## config.mk

```make
export PLATFORM = sky130hd
export DESIGN_NAME = hsv_gamma_pixel_converter_top
export DESIGN_NICKNAME = d
export VERILOG_FILES = /design/src/hdl/hgpc_pkg.sv /design/src/hdl/hgpc_csr.sv /design/src/hdl/hgpc_hue.sv /design/src/hdl/hgpc_chroma.sv /design/src/hdl/hgpc_out.sv /design/src/hdl/hsv_gamma_pixel_converter_top.sv
export SDC_FILE = /design/constraint.sdc
export NUM_CORES = 2
export LEC_CHECK = 0
export BUFFER_PORTS_ARGS = -buffer_cell sky130_fd_sc_hd__clkbuf_2
export CAP_MARGIN = 20
export CORE_ASPECT_RATIO = 0.9
export CORE_MARGIN = 2
export CORE_UTILIZATION = 40
export CTS_CLUSTER_SIZE = 20
export DETAILED_ROUTE_END_ITERATION = 10
export PLACE_DENSITY_LB_ADDON = 0.08
export SETUP_SLACK_MARGIN = 0.2
export SYNTH_ARGS = -nofsm -noshare
export SYNTH_HDL_FRONTEND = slang
export SYNTH_SLANG_ARGS = --single-unit
```

## constraint.sdc

```tcl
create_clock -name clock -period 8.2 [get_ports clock]
set_input_delay 0.41 -clock clock [delete_from_list [all_inputs] [get_ports clock]]
set_output_delay 0.41 -clock clock [all_outputs]
set_load 0.02 [all_outputs]
```

## src/hdl/hgpc_pkg.sv

```systemverilog
`timescale 1ns / 1ps

package hgpc_pkg;

   // request payload
   typedef struct packed {
      logic [7:0] pixel_index;
      logic [9:0] hue;
      logic [7:0] saturation;
      logic [7:0] value;
   } req_type;

   // result payload, stored order green, red, blue
   typedef struct packed {
      logic [7:0] pixel_out;
      logic [7:0] green_out;
      logic [7:0] red_out;
      logic [7:0] blue_out;
   } rsp_type;

   // hue sectors, 60 degrees each
   localparam logic [2:0] SEC_RED_TO_YELLOW    = 3'd0;
   localparam logic [2:0] SEC_YELLOW_TO_GREEN  = 3'd1;
   localparam logic [2:0] SEC_GREEN_TO_CYAN    = 3'd2;
   localparam logic [2:0] SEC_CYAN_TO_BLUE     = 3'd3;
   localparam logic [2:0] SEC_BLUE_TO_MAGENTA  = 3'd4;
   localparam logic [2:0] SEC_MAGENTA_TO_RED   = 3'd5;

   localparam logic [9:0] BRIGHTNESS_RESET = 10'd64;
   localparam logic [7:0] CHANNEL_MAX      = 8'd254;

   // exact division constants: estimate by reciprocal, then one correction
   localparam logic [7:0]  DIV_P        = 8'd255;
   localparam logic [16:0] RECIP_P      = 17'd65793;   // floor(2^24 / 255)
   localparam int          RECIP_P_SHFT = 24;
   localparam logic [13:0] DIV_QT       = 14'd15300;
   localparam logic [18:0] RECIP_QT     = 19'd280716;  // floor(2^32 / 15300)
   localparam int          RECIP_QT_SHFT = 32;

   // hue stage bundle
   typedef struct packed {
      logic       valid;
      logic [7:0] pix;
      logic [7:0] sat;
      logic [7:0] val;
      logic [2:0] sector;
      logic [5:0] rem;
   } hue_stage_type;

   // channel stage bundle
   typedef struct packed {
      logic       valid;
      logic [7:0] pix;
      logic       grey;
      logic [2:0] sector;
      logic [7:0] val;
      logic [7:0] p;
      logic [7:0] q;
      logic [7:0] t;
   } pqt_stage_type;

   // gamma 2.2 table: largest y with y^5 * 255^6 <= x^11
   typedef logic [255:0][7:0] gamma_rom_type;

   function automatic logic gamma_ok(input int unsigned x, input int unsigned y);
      logic [95:0] lhs;
      logic [95:0] rhs;
      lhs = 96'd1;
      rhs = 96'd1;
      for (int i = 0; i < 5; i++) lhs = lhs * 96'(y);
      for (int i = 0; i < 6; i++) lhs = lhs * 96'd255;
      for (int i = 0; i < 11; i++) rhs = rhs * 96'(x);
      return (lhs <= rhs);
   endfunction

   function automatic gamma_rom_type build_gamma();
      gamma_rom_type rom;
      int unsigned   y;
      rom = '0;
      y   = 0;
      for (int unsigned x = 0; x < 256; x++) begin
         while ((y < 255) && gamma_ok(x, y + 1)) y++;
         rom[x] = 8'(y);
      end
      return rom;
   endfunction

   localparam gamma_rom_type GAMMA_ROM = build_gamma();

endpackage

```

## src/hdl/hgpc_csr.sv

```systemverilog
`timescale 1ns / 1ps

module hgpc_csr (
   input  logic        clock,
   input  logic        reset,
   input  logic        psel,
   input  logic        penable,
   input  logic        pwrite,
   input  logic [1:0]  paddr,
   input  logic [31:0] pwdata,
   output logic [31:0] prdata,
   output logic        pready,
   output logic [9:0]  brightness
);

   logic [9:0] brightness_ff;
   logic [9:0] brightness_in;
   logic       wr_en;

   // single register, every address in range decodes to it
   assign wr_en  = psel & penable & pwrite;
   assign pready = 1'b1;

   always_comb begin
      brightness_in = brightness_ff;
      if (wr_en && (paddr[1:0] == 2'b00 || paddr[1:0] != 2'b00)) begin
         brightness_in = pwdata[9:0];
      end
   end

   always_ff @(posedge clock) begin
      if (reset) begin
         brightness_ff <= hgpc_pkg::BRIGHTNESS_RESET;
      end else begin
         brightness_ff <= brightness_in;
      end
   end

   assign prdata     = {22'd0, brightness_ff};
   assign brightness = brightness_ff;

endmodule

```

## src/hdl/hgpc_hue.sv

```systemverilog
`timescale 1ns / 1ps

module hgpc_hue (
   input  logic                    clock,
   input  logic                    reset,
   input  logic                    in_valid,
   input  hgpc_pkg::req_type       in_req,
   output hgpc_pkg::hue_stage_type out_stage
);

   typedef struct packed {
      logic       valid;
      logic [7:0] pix;
      logic [8:0] hue;
      logic [7:0] sat;
      logic [7:0] val;
   } hue_mod_type;

   hue_mod_type             mod_ff;
   hue_mod_type             mod_in;
   hgpc_pkg::hue_stage_type sec_ff;
   hgpc_pkg::hue_stage_type sec_in;
   logic [8:0]              base;

   // stage 1: hue modulo 360 (input is below 1080)
   always_comb begin
      mod_in.valid = in_valid;
      mod_in.pix   = in_req.pixel_index;
      mod_in.sat   = in_req.saturation;
      mod_in.val   = in_req.value;
      if (in_req.hue >= 10'd720) begin
         mod_in.hue = 9'(in_req.hue - 10'd720);
      end else if (in_req.hue >= 10'd360) begin
         mod_in.hue = 9'(in_req.hue - 10'd360);
      end else begin
         mod_in.hue = in_req.hue[8:0];
      end
   end

   // stage 2: sector and remainder
   always_comb begin
      if (mod_ff.hue < 9'd60) begin
         sec_in.sector = hgpc_pkg::SEC_RED_TO_YELLOW;
         base          = 9'd0;
      end else if (mod_ff.hue < 9'd120) begin
         sec_in.sector = hgpc_pkg::SEC_YELLOW_TO_GREEN;
         base          = 9'd60;
      end else if (mod_ff.hue < 9'd180) begin
         sec_in.sector = hgpc_pkg::SEC_GREEN_TO_CYAN;
         base          = 9'd120;
      end else if (mod_ff.hue < 9'd240) begin
         sec_in.sector = hgpc_pkg::SEC_CYAN_TO_BLUE;
         base          = 9'd180;
      end else if (mod_ff.hue < 9'd300) begin
         sec_in.sector = hgpc_pkg::SEC_BLUE_TO_MAGENTA;
         base          = 9'd240;
      end else begin
         sec_in.sector = hgpc_pkg::SEC_MAGENTA_TO_RED;
         base          = 9'd300;
      end
      sec_in.rem   = 6'(mod_ff.hue - base);
      sec_in.valid = mod_ff.valid;
      sec_in.pix   = mod_ff.pix;
      sec_in.sat   = mod_ff.sat;
      sec_in.val   = mod_ff.val;
   end

   always_ff @(posedge clock) begin
      if (reset) begin
         mod_ff.valid <= 1'b0;
         sec_ff.valid <= 1'b0;
      end else begin
         mod_ff.valid <= mod_in.valid;
         sec_ff.valid <= sec_in.valid;
      end
      mod_ff.pix    <= mod_in.pix;
      mod_ff.hue    <= mod_in.hue;
      mod_ff.sat    <= mod_in.sat;
      mod_ff.val    <= mod_in.val;
      sec_ff.pix    <= sec_in.pix;
      sec_ff.sat    <= sec_in.sat;
      sec_ff.val    <= sec_in.val;
      sec_ff.sector <= sec_in.sector;
      sec_ff.rem    <= sec_in.rem;
   end

   assign out_stage = sec_ff;

endmodule

```

## src/hdl/hgpc_chroma.sv

```systemverilog
`timescale 1ns / 1ps

module hgpc_chroma (
   input  logic                    clock,
   input  logic                    reset,
   input  hgpc_pkg::hue_stage_type in_stage,
   output hgpc_pkg::pqt_stage_type out_stage
);

   typedef struct packed {
      logic       valid;
      logic [7:0] pix;
      logic       grey;
      logic [2:0] sector;
      logic [7:0] val;
      logic [7:0] pf;
      logic [13:0] sr;
      logic [13:0] st;
   } prod_type;

   typedef struct packed {
      logic        valid;
      logic [7:0]  pix;
      logic        grey;
      logic [2:0]  sector;
      logic [7:0]  val;
      logic [15:0] pn;
      logic [21:0] qn;
      logic [21:0] tn;
   } num_type;

   typedef struct packed {
      logic        valid;
      logic [7:0]  pix;
      logic        grey;
      logic [2:0]  sector;
      logic [7:0]  val;
      logic [15:0] pn;
      logic [21:0] qn;
      logic [21:0] tn;
      logic [7:0]  pe;
      logic [7:0]  qe;
      logic [7:0]  te;
   } est_type;

   prod_type                c1_ff, c1_in;
   num_type                 c2_ff, c2_in;
   est_type                 c3_ff, c3_in;
   hgpc_pkg::pqt_stage_type c4_ff, c4_in;

   logic [32:0] p_prod;
   logic [40:0] q_prod;
   logic [40:0] t_prod;
   logic [15:0] p_rem;
   logic [21:0] q_rem;
   logic [21:0] t_rem;

   // stage 1: saturation products
   always_comb begin
      c1_in.valid  = in_stage.valid;
      c1_in.pix    = in_stage.pix;
      c1_in.grey   = (in_stage.sat == 8'd0);
      c1_in.sector = in_stage.sector;
      c1_in.val    = in_stage.val;
      c1_in.pf     = 8'd255 - in_stage.sat;
      c1_in.sr     = 14'(in_stage.sat) * 14'(in_stage.rem);
      c1_in.st     = 14'(in_stage.sat) * 14'(7'd60 - 7'(in_stage.rem));
   end

   // stage 2: numerators scaled by value
   always_comb begin
      c2_in.valid  = c1_ff.valid;
      c2_in.pix    = c1_ff.pix;
      c2_in.grey   = c1_ff.grey;
      c2_in.sector = c1_ff.sector;
      c2_in.val    = c1_ff.val;
      c2_in.pn     = 16'(c1_ff.val) * 16'(c1_ff.pf);
      c2_in.qn     = 22'(c1_ff.val) * 22'(hgpc_pkg::DIV_QT - c1_ff.sr);
      c2_in.tn     = 22'(c1_ff.val) * 22'(hgpc_pkg::DIV_QT - c1_ff.st);
   end

   // stage 3: reciprocal estimates, low by at most one
   always_comb begin
      p_prod       = 33'(c2_ff.pn) * 33'(hgpc_pkg::RECIP_P);
      q_prod       = 41'(c2_ff.qn) * 41'(hgpc_pkg::RECIP_QT);
      t_prod       = 41'(c2_ff.tn) * 41'(hgpc_pkg::RECIP_QT);
      c3_in.valid  = c2_ff.valid;
      c3_in.pix    = c2_ff.pix;
      c3_in.grey   = c2_ff.grey;
      c3_in.sector = c2_ff.sector;
      c3_in.val    = c2_ff.val;
      c3_in.pn     = c2_ff.pn;
      c3_in.qn     = c2_ff.qn;
      c3_in.tn     = c2_ff.tn;
      c3_in.pe     = 8'(p_prod >> hgpc_pkg::RECIP_P_SHFT);
      c3_in.qe     = 8'(q_prod >> hgpc_pkg::RECIP_QT_SHFT);
      c3_in.te     = 8'(t_prod >> hgpc_pkg::RECIP_QT_SHFT);
   end

   // stage 4: remainder check and correction
   always_comb begin
      p_rem = c3_ff.pn - 16'(c3_ff.pe) * 16'(hgpc_pkg::DIV_P);
      q_rem = c3_ff.qn - 22'(c3_ff.qe) * 22'(hgpc_pkg::DIV_QT);
      t_rem = c3_ff.tn - 22'(c3_ff.te) * 22'(hgpc_pkg::DIV_QT);
      c4_in.valid  = c3_ff.valid;
      c4_in.pix    = c3_ff.pix;
      c4_in.grey   = c3_ff.grey;
      c4_in.sector = c3_ff.sector;
      c4_in.val    = c3_ff.val;
      c4_in.p = (p_rem >= 16'(hgpc_pkg::DIV_P))  ? c3_ff.pe + 8'd1 : c3_ff.pe;
      c4_in.q = (q_rem >= 22'(hgpc_pkg::DIV_QT)) ? c3_ff.qe + 8'd1 : c3_ff.qe;
      c4_in.t = (t_rem >= 22'(hgpc_pkg::DIV_QT)) ? c3_ff.te + 8'd1 : c3_ff.te;
   end

   always_ff @(posedge clock) begin
      if (reset) begin
         c1_ff.valid <= 1'b0;
         c2_ff.valid <= 1'b0;
         c3_ff.valid <= 1'b0;
         c4_ff.valid <= 1'b0;
      end else begin
         c1_ff.valid <= c1_in.valid;
         c2_ff.valid <= c2_in.valid;
         c3_ff.valid <= c3_in.valid;
         c4_ff.valid <= c4_in.valid;
      end
      c1_ff.pix    <= c1_in.pix;
      c1_ff.grey   <= c1_in.grey;
      c1_ff.sector <= c1_in.sector;
      c1_ff.val    <= c1_in.val;
      c1_ff.pf     <= c1_in.pf;
      c1_ff.sr     <= c1_in.sr;
      c1_ff.st     <= c1_in.st;
      c2_ff.pix    <= c2_in.pix;
      c2_ff.grey   <= c2_in.grey;
      c2_ff.sector <= c2_in.sector;
      c2_ff.val    <= c2_in.val;
      c2_ff.pn     <= c2_in.pn;
      c2_ff.qn     <= c2_in.qn;
      c2_ff.tn     <= c2_in.tn;
      c3_ff.pix    <= c3_in.pix;
      c3_ff.grey   <= c3_in.grey;
      c3_ff.sector <= c3_in.sector;
      c3_ff.val    <= c3_in.val;
      c3_ff.pn     <= c3_in.pn;
      c3_ff.qn     <= c3_in.qn;
      c3_ff.tn     <= c3_in.tn;
      c3_ff.pe     <= c3_in.pe;
      c3_ff.qe     <= c3_in.qe;
      c3_ff.te     <= c3_in.te;
      c4_ff.pix    <= c4_in.pix;
      c4_ff.grey   <= c4_in.grey;
      c4_ff.sector <= c4_in.sector;
      c4_ff.val    <= c4_in.val;
      c4_ff.p      <= c4_in.p;
      c4_ff.q      <= c4_in.q;
      c4_ff.t      <= c4_in.t;
   end

   assign out_stage = c4_ff;

endmodule

```

## src/hdl/hgpc_out.sv

```systemverilog
`timescale 1ns / 1ps

module hgpc_out (
   input  logic                    clock,
   input  logic                    reset,
   input  hgpc_pkg::pqt_stage_type in_stage,
   input  logic [9:0]              brightness,
   output logic                    out_valid,
   output hgpc_pkg::rsp_type       out_rsp
);

   typedef struct packed {
      logic       valid;
      logic [7:0] pix;
      logic [7:0] r;
      logic [7:0] g;
      logic [7:0] b;
   } rgb_type;

   rgb_type           rgb_ff, rgb_in;
   logic              rsp_valid_ff, rsp_valid_in;
   hgpc_pkg::rsp_type rsp_ff, rsp_in;
   logic [7:0]        r_raw, g_raw, b_raw;

   // scale one channel by brightness/256, saturate
   function automatic logic [7:0] scale_ch(input logic [7:0] c, input logic [9:0] k);
      logic [17:0] prod;
      logic [9:0]  sh;
      prod = 18'(c) * 18'(k);
      sh   = prod[17:8];
      return (sh > 10'(hgpc_pkg::CHANNEL_MAX)) ? hgpc_pkg::CHANNEL_MAX : sh[7:0];
   endfunction

   // stage 1: sector mapping and gamma, grey bypasses gamma
   always_comb begin
      case (in_stage.sector)
         hgpc_pkg::SEC_RED_TO_YELLOW: begin
            r_raw = in_stage.val; g_raw = in_stage.t;   b_raw = in_stage.p;
         end
         hgpc_pkg::SEC_YELLOW_TO_GREEN: begin
            r_raw = in_stage.q;   g_raw = in_stage.val; b_raw = in_stage.p;
         end
         hgpc_pkg::SEC_GREEN_TO_CYAN: begin
            r_raw = in_stage.p;   g_raw = in_stage.val; b_raw = in_stage.t;
         end
         hgpc_pkg::SEC_CYAN_TO_BLUE: begin
            r_raw = in_stage.p;   g_raw = in_stage.q;   b_raw = in_stage.val;
         end
         hgpc_pkg::SEC_BLUE_TO_MAGENTA: begin
            r_raw = in_stage.t;   g_raw = in_stage.p;   b_raw = in_stage.val;
         end
         default: begin
            r_raw = in_stage.val; g_raw = in_stage.p;   b_raw = in_stage.q;
         end
      endcase
      rgb_in.valid = in_stage.valid;
      rgb_in.pix   = in_stage.pix;
      if (in_stage.grey) begin
         rgb_in.r = in_stage.val;
         rgb_in.g = in_stage.val;
         rgb_in.b = in_stage.val;
      end else begin
         rgb_in.r = hgpc_pkg::GAMMA_ROM[r_raw];
         rgb_in.g = hgpc_pkg::GAMMA_ROM[g_raw];
         rgb_in.b = hgpc_pkg::GAMMA_ROM[b_raw];
      end
   end

   // stage 2: brightness scaling into the result register
   always_comb begin
      rsp_valid_in     = rgb_ff.valid;
      rsp_in.pixel_out = rgb_ff.pix;
      rsp_in.green_out = scale_ch(rgb_ff.g, brightness);
      rsp_in.red_out   = scale_ch(rgb_ff.r, brightness);
      rsp_in.blue_out  = scale_ch(rgb_ff.b, brightness);
   end

   always_ff @(posedge clock) begin
      if (reset) begin
         rgb_ff.valid <= 1'b0;
         rsp_valid_ff <= 1'b0;
      end else begin
         rgb_ff.valid <= rgb_in.valid;
         rsp_valid_ff <= rsp_valid_in;
      end
      rgb_ff.pix <= rgb_in.pix;
      rgb_ff.r   <= rgb_in.r;
      rgb_ff.g   <= rgb_in.g;
      rgb_ff.b   <= rgb_in.b;
      rsp_ff     <= rsp_in;
   end

   assign out_valid = rsp_valid_ff;
   assign out_rsp   = rsp_ff;

endmodule

```

## src/hdl/hsv_gamma_pixel_converter_top.sv

```systemverilog
`timescale 1ns / 1ps
// Channel     Handshake                         Payload
// request     start / busy, taken start&!busy   req_data  (hgpc_pkg::req_type)
// result      rsp_strobe, one cycle per result  rsp_data  (hgpc_pkg::rsp_type)
// config      APB write psel&penable&pwrite     pwdata[9:0] brightness at every address
//
// One request per cycle; busy is always low.
// A result strobes once its request has passed 2 hue stages,
// 4 divide stages, the gamma stage and the scaling stage.
// Synchronous active-high reset empties the pipeline and sets brightness to 64.
// Results cannot be stalled; each is shown for exactly one cycle.

module hsv_gamma_pixel_converter_top (
   input  logic              clock,
   input  logic              reset,
   input  logic              start,
   output logic              busy,
   input  hgpc_pkg::req_type req_data,
   output logic              rsp_strobe,
   output hgpc_pkg::rsp_type rsp_data,
   input  logic              psel,
   input  logic              penable,
   input  logic              pwrite,
   input  logic [1:0]        paddr,
   input  logic [31:0]       pwdata,
   output logic [31:0]       prdata,
   output logic              pready
);

   hgpc_pkg::hue_stage_type hue_stage;
   hgpc_pkg::pqt_stage_type pqt_stage;
   logic [9:0]              brightness;
   logic                    req_take;

   // pipeline never backs up
   assign busy     = 1'b0;
   assign req_take = start & ~busy;

   hgpc_csr u_csr (
      .clock      (clock),
      .reset      (reset),
      .psel       (psel),
      .penable    (penable),
      .pwrite     (pwrite),
      .paddr      (paddr),
      .pwdata     (pwdata),
      .prdata     (prdata),
      .pready     (pready),
      .brightness (brightness)
   );

   hgpc_hue u_hue (
      .clock     (clock),
      .reset     (reset),
      .in_valid  (req_take),
      .in_req    (req_data),
      .out_stage (hue_stage)
   );

   hgpc_chroma u_chroma (
      .clock     (clock),
      .reset     (reset),
      .in_stage  (hue_stage),
      .out_stage (pqt_stage)
   );

   hgpc_out u_out (
      .clock      (clock),
      .reset      (reset),
      .in_stage   (pqt_stage),
      .brightness (brightness),
      .out_valid  (rsp_strobe),
      .out_rsp    (rsp_data)
   );

endmodule
```

==> results_dict.tcl <==
set metrics [dict create \
    routed_via_density 5.04 \
    cp-start-kind "flip-flop" \
    max-cap-violations 0 \
    synth.ff_latch_count 426 \
    antenna_found_initial 2 \
    ioPinCount 141 \
    dieWidth_um 385 \
    synth_edf_count 0 \
    drv_slew 0 \
    final_common_cell "inv_1" \
    num_rows 125 \
    overflow 0 \
    cp-end-kind "flip-flop" \
    routed_wl_um 123000 \
    grt_use_met3_pct 2.46 \
    grt.total_usage_pct 19.0 \
    syn_area_mm2 0.0523 \
    fin_setup_tns_ns 0 \
    htreeDepth 2 \
    path_class "flip-flop to flip-flop" \
    post_cts_buffers 0 \
    grtUsageMet2_pct 29.1 \
    gp_congestion 0.846 \
    finalNonFillerCells 7606 \
    finalHoldViolCount 0 \
    placed_area_mm2 0.0543 \
    die_h_um 347 \
    synth_top_area_share_pct 24.9 \
    dp_hpwl_um 96700 \
    clock_skew_ns 0.0524 \
    layout_common_cells "inv_1, ha_1, fa_1" \
    dp_cells 7468 \
    grt.busiest_layer "met2" \
    arrival_ns 7.51 \
    yosysWarnings 0 \
    final-setup-viol-count 0 \
    antenna_left 0 \
    drive_gt1_share_pct 5.21 \
    fin_crit_sh_pct 85.6 \
    seq_area_frac_synth_pct 16.3 \
    async_flop_share_pct 0 \
    nets 7356 \
    yosys.cell_types.count 104 \
    cts_buffers 52 \
    synth_flop_cell "dfxtp_1" \
    cp_max_fo 9 \
    hold_ws_ns 0.0719 \
    cts_tree "done" \
    wire_per_inst_um 16.2 \
    start_util_pct 40.4 \
    met1_usage_pct 28.4 \
    vias 38300 \
    clk_latency_ns 0.67 \
    cts_sinks 426 \
    critical_path_required_ns 8.69 \
    syn_inst 5829 \
    status "complete, no violations" \
    fp.coreArea_mm2 0.129 \
    die_area_mm2 0.134 \
    slew_headroom_pct 28.3 \
    grt_pass1_vias 39100 \
    grt_max_degree 47 \
    grt_pass1_wl_um 207000 \
    hp-class "input port to flip-flop" \
    crit_slowest_cell "fa_1" \
    cts_buffer_depth 3 \
    yosys.area.top_type "fa_1" \
    crit_path_frequent_cell "fa_1" \
    final_area_mm2 0.0565 \
    max_stage_delay_ns 0.67 \
    path_clk_slew_ns 0.06 \
    fillers 13000 \
    fin_crit_ns 7.02 \
    cp_cell_sequence "fa_1, inv_1, fa_1, inv_1, fa_1, fa_1, ha_1, o21ai_0, a21boi_0, o21ai_0, a21oi_1, o21ai_0, nor2b_1, xor2_1, ha_1, a21o_1, a21oi_1, nand2_1, a2111oi_0, a211oi_2, xnor2_1, nor4_4, nor2_1, xor2_1" \
    port-buffer-count 92 \
    drt_pass1_iterations 6 \
    fmax_mhz 142 \
    initialDrtViolationCount 2070 \
    rsz0062_at_grt "no" \
    tightest_slew_ns 1.05 \
    cts_root_buffer "clkbuf_16" \
    area_growth_pct 8.03 \
    drc 0 \
    ys_top_cells_by_area "fa_1, ha_1, dfxtp_1, inv_1, nand2_1" \
    syn_avg_cell_area_um2 8.98 \
]
cells in the mapped netlist, types with 25 or more instances:
cell and number:
o221ai_1 25, and2_1 294, mux2i_1 38, a211oi_1 46, a21o_1 52, buf_4 35
inv_1 1014, nand3_1 62, clkbuf_1 140, a21oi_1 212, nor3_1 80, nand2_1 598
buf_2 35, dfxtp_1 426, nand2b_1 48, nor2_1 258, xor2_1 76, a31oi_1 41
o211ai_1 54, ha_1 783, o21ai_0 189, o21a_1 42, nor2b_1 43, xnor2_1 172
fa_1 650
path summary, 6_finish.rpt:
path	from	endpoint	slack, ns	cells past startpoint
max reg2reg	u_chroma.c3_ff[5]	u_chroma.out_stage[5]	1.18	24
min reg2reg	u_out.rgb_ff[29]	u_out.out_rsp[29]	0.32	0
max	u_chroma.c3_ff[5]	u_chroma.out_stage[5]	1.18	24
min	req_data[19]	u_hue.mod_ff[19]	0.07	3
state kept, by name, summed over array words and instances (netlist names):
signal              count
u_out.out_valid         1
u_hue.out_stage        34
u_chroma.c1_ff         56
u_chroma.out_stage     45
u_out.rgb_ff           32
u_chroma.c3_ff        101
u_out.out_rsp          32
u_hue.mod_ff           34
u_csr.brightness       10
u_out.rsp_valid_in      1
u_chroma.c2_ff         80
metrics by stage:
stage	setup slack, ns	utilization, %
floorplan	1.96	-
global placement	1.13	41.9
detailed placement	1.09	41.9
CTS	1.06	43.7
global route	0.532	43.7
finish	1.18	43.7
worst max-delay path: cells and delay by family (launching register included):
family          cells  cell delay, ns
compound gates      9            1.82
xor+xnor            3            0.55
fa+ha+maj           6            2.83
buf+inv             2            0.14
flops               1            0.46
simple gates        4            1.07
routing by layer:
metal | vias to the layer above | share of wire (%)
li1 | 18900 | -
met1 | 18500 | 51
met2 | 721 | 43
met3 | 134 | 4.5
met4 | 0 | 1.9
met5 | - | 0
layout make-up:
cell class,count,area (um2),area share (%)
well taps,1714,2140,3.79
repair buffers,173,1170,2.07
inverters,1021,3840,6.78
clock buffers,60,1370,2.43
multi-input cells,4175,39000,69.0
clock inverters,36,485,0.859
diodes,1,2.50,0.00443
flip-flops and latches,426,8530,15.1
timing repair:
item                                   CTS  global route
resized for setup                        0             0
endpoints found under the hold margin   41             0
hold buffers                            41             0
cell families after synthesis:
kind of cell | after synthesis | synth area share (%)
muxes | 66 | 1.40
AOI/OAI and AO/OA | 895 | 11.3
buffers and inverters | 1250 | 9.39
and+or+nand+nor | 1509 | 13.8
adders and majority gates | 1433 | 43.6
DFF | 426 | 16.3
xor gates and xnor gates | 248 | 4.15
other | 2 | 0.0143
Power is left out: the tool's default activity adds up to more than one toggle a clock period on the data nets, which glitch-free logic cannot reach.
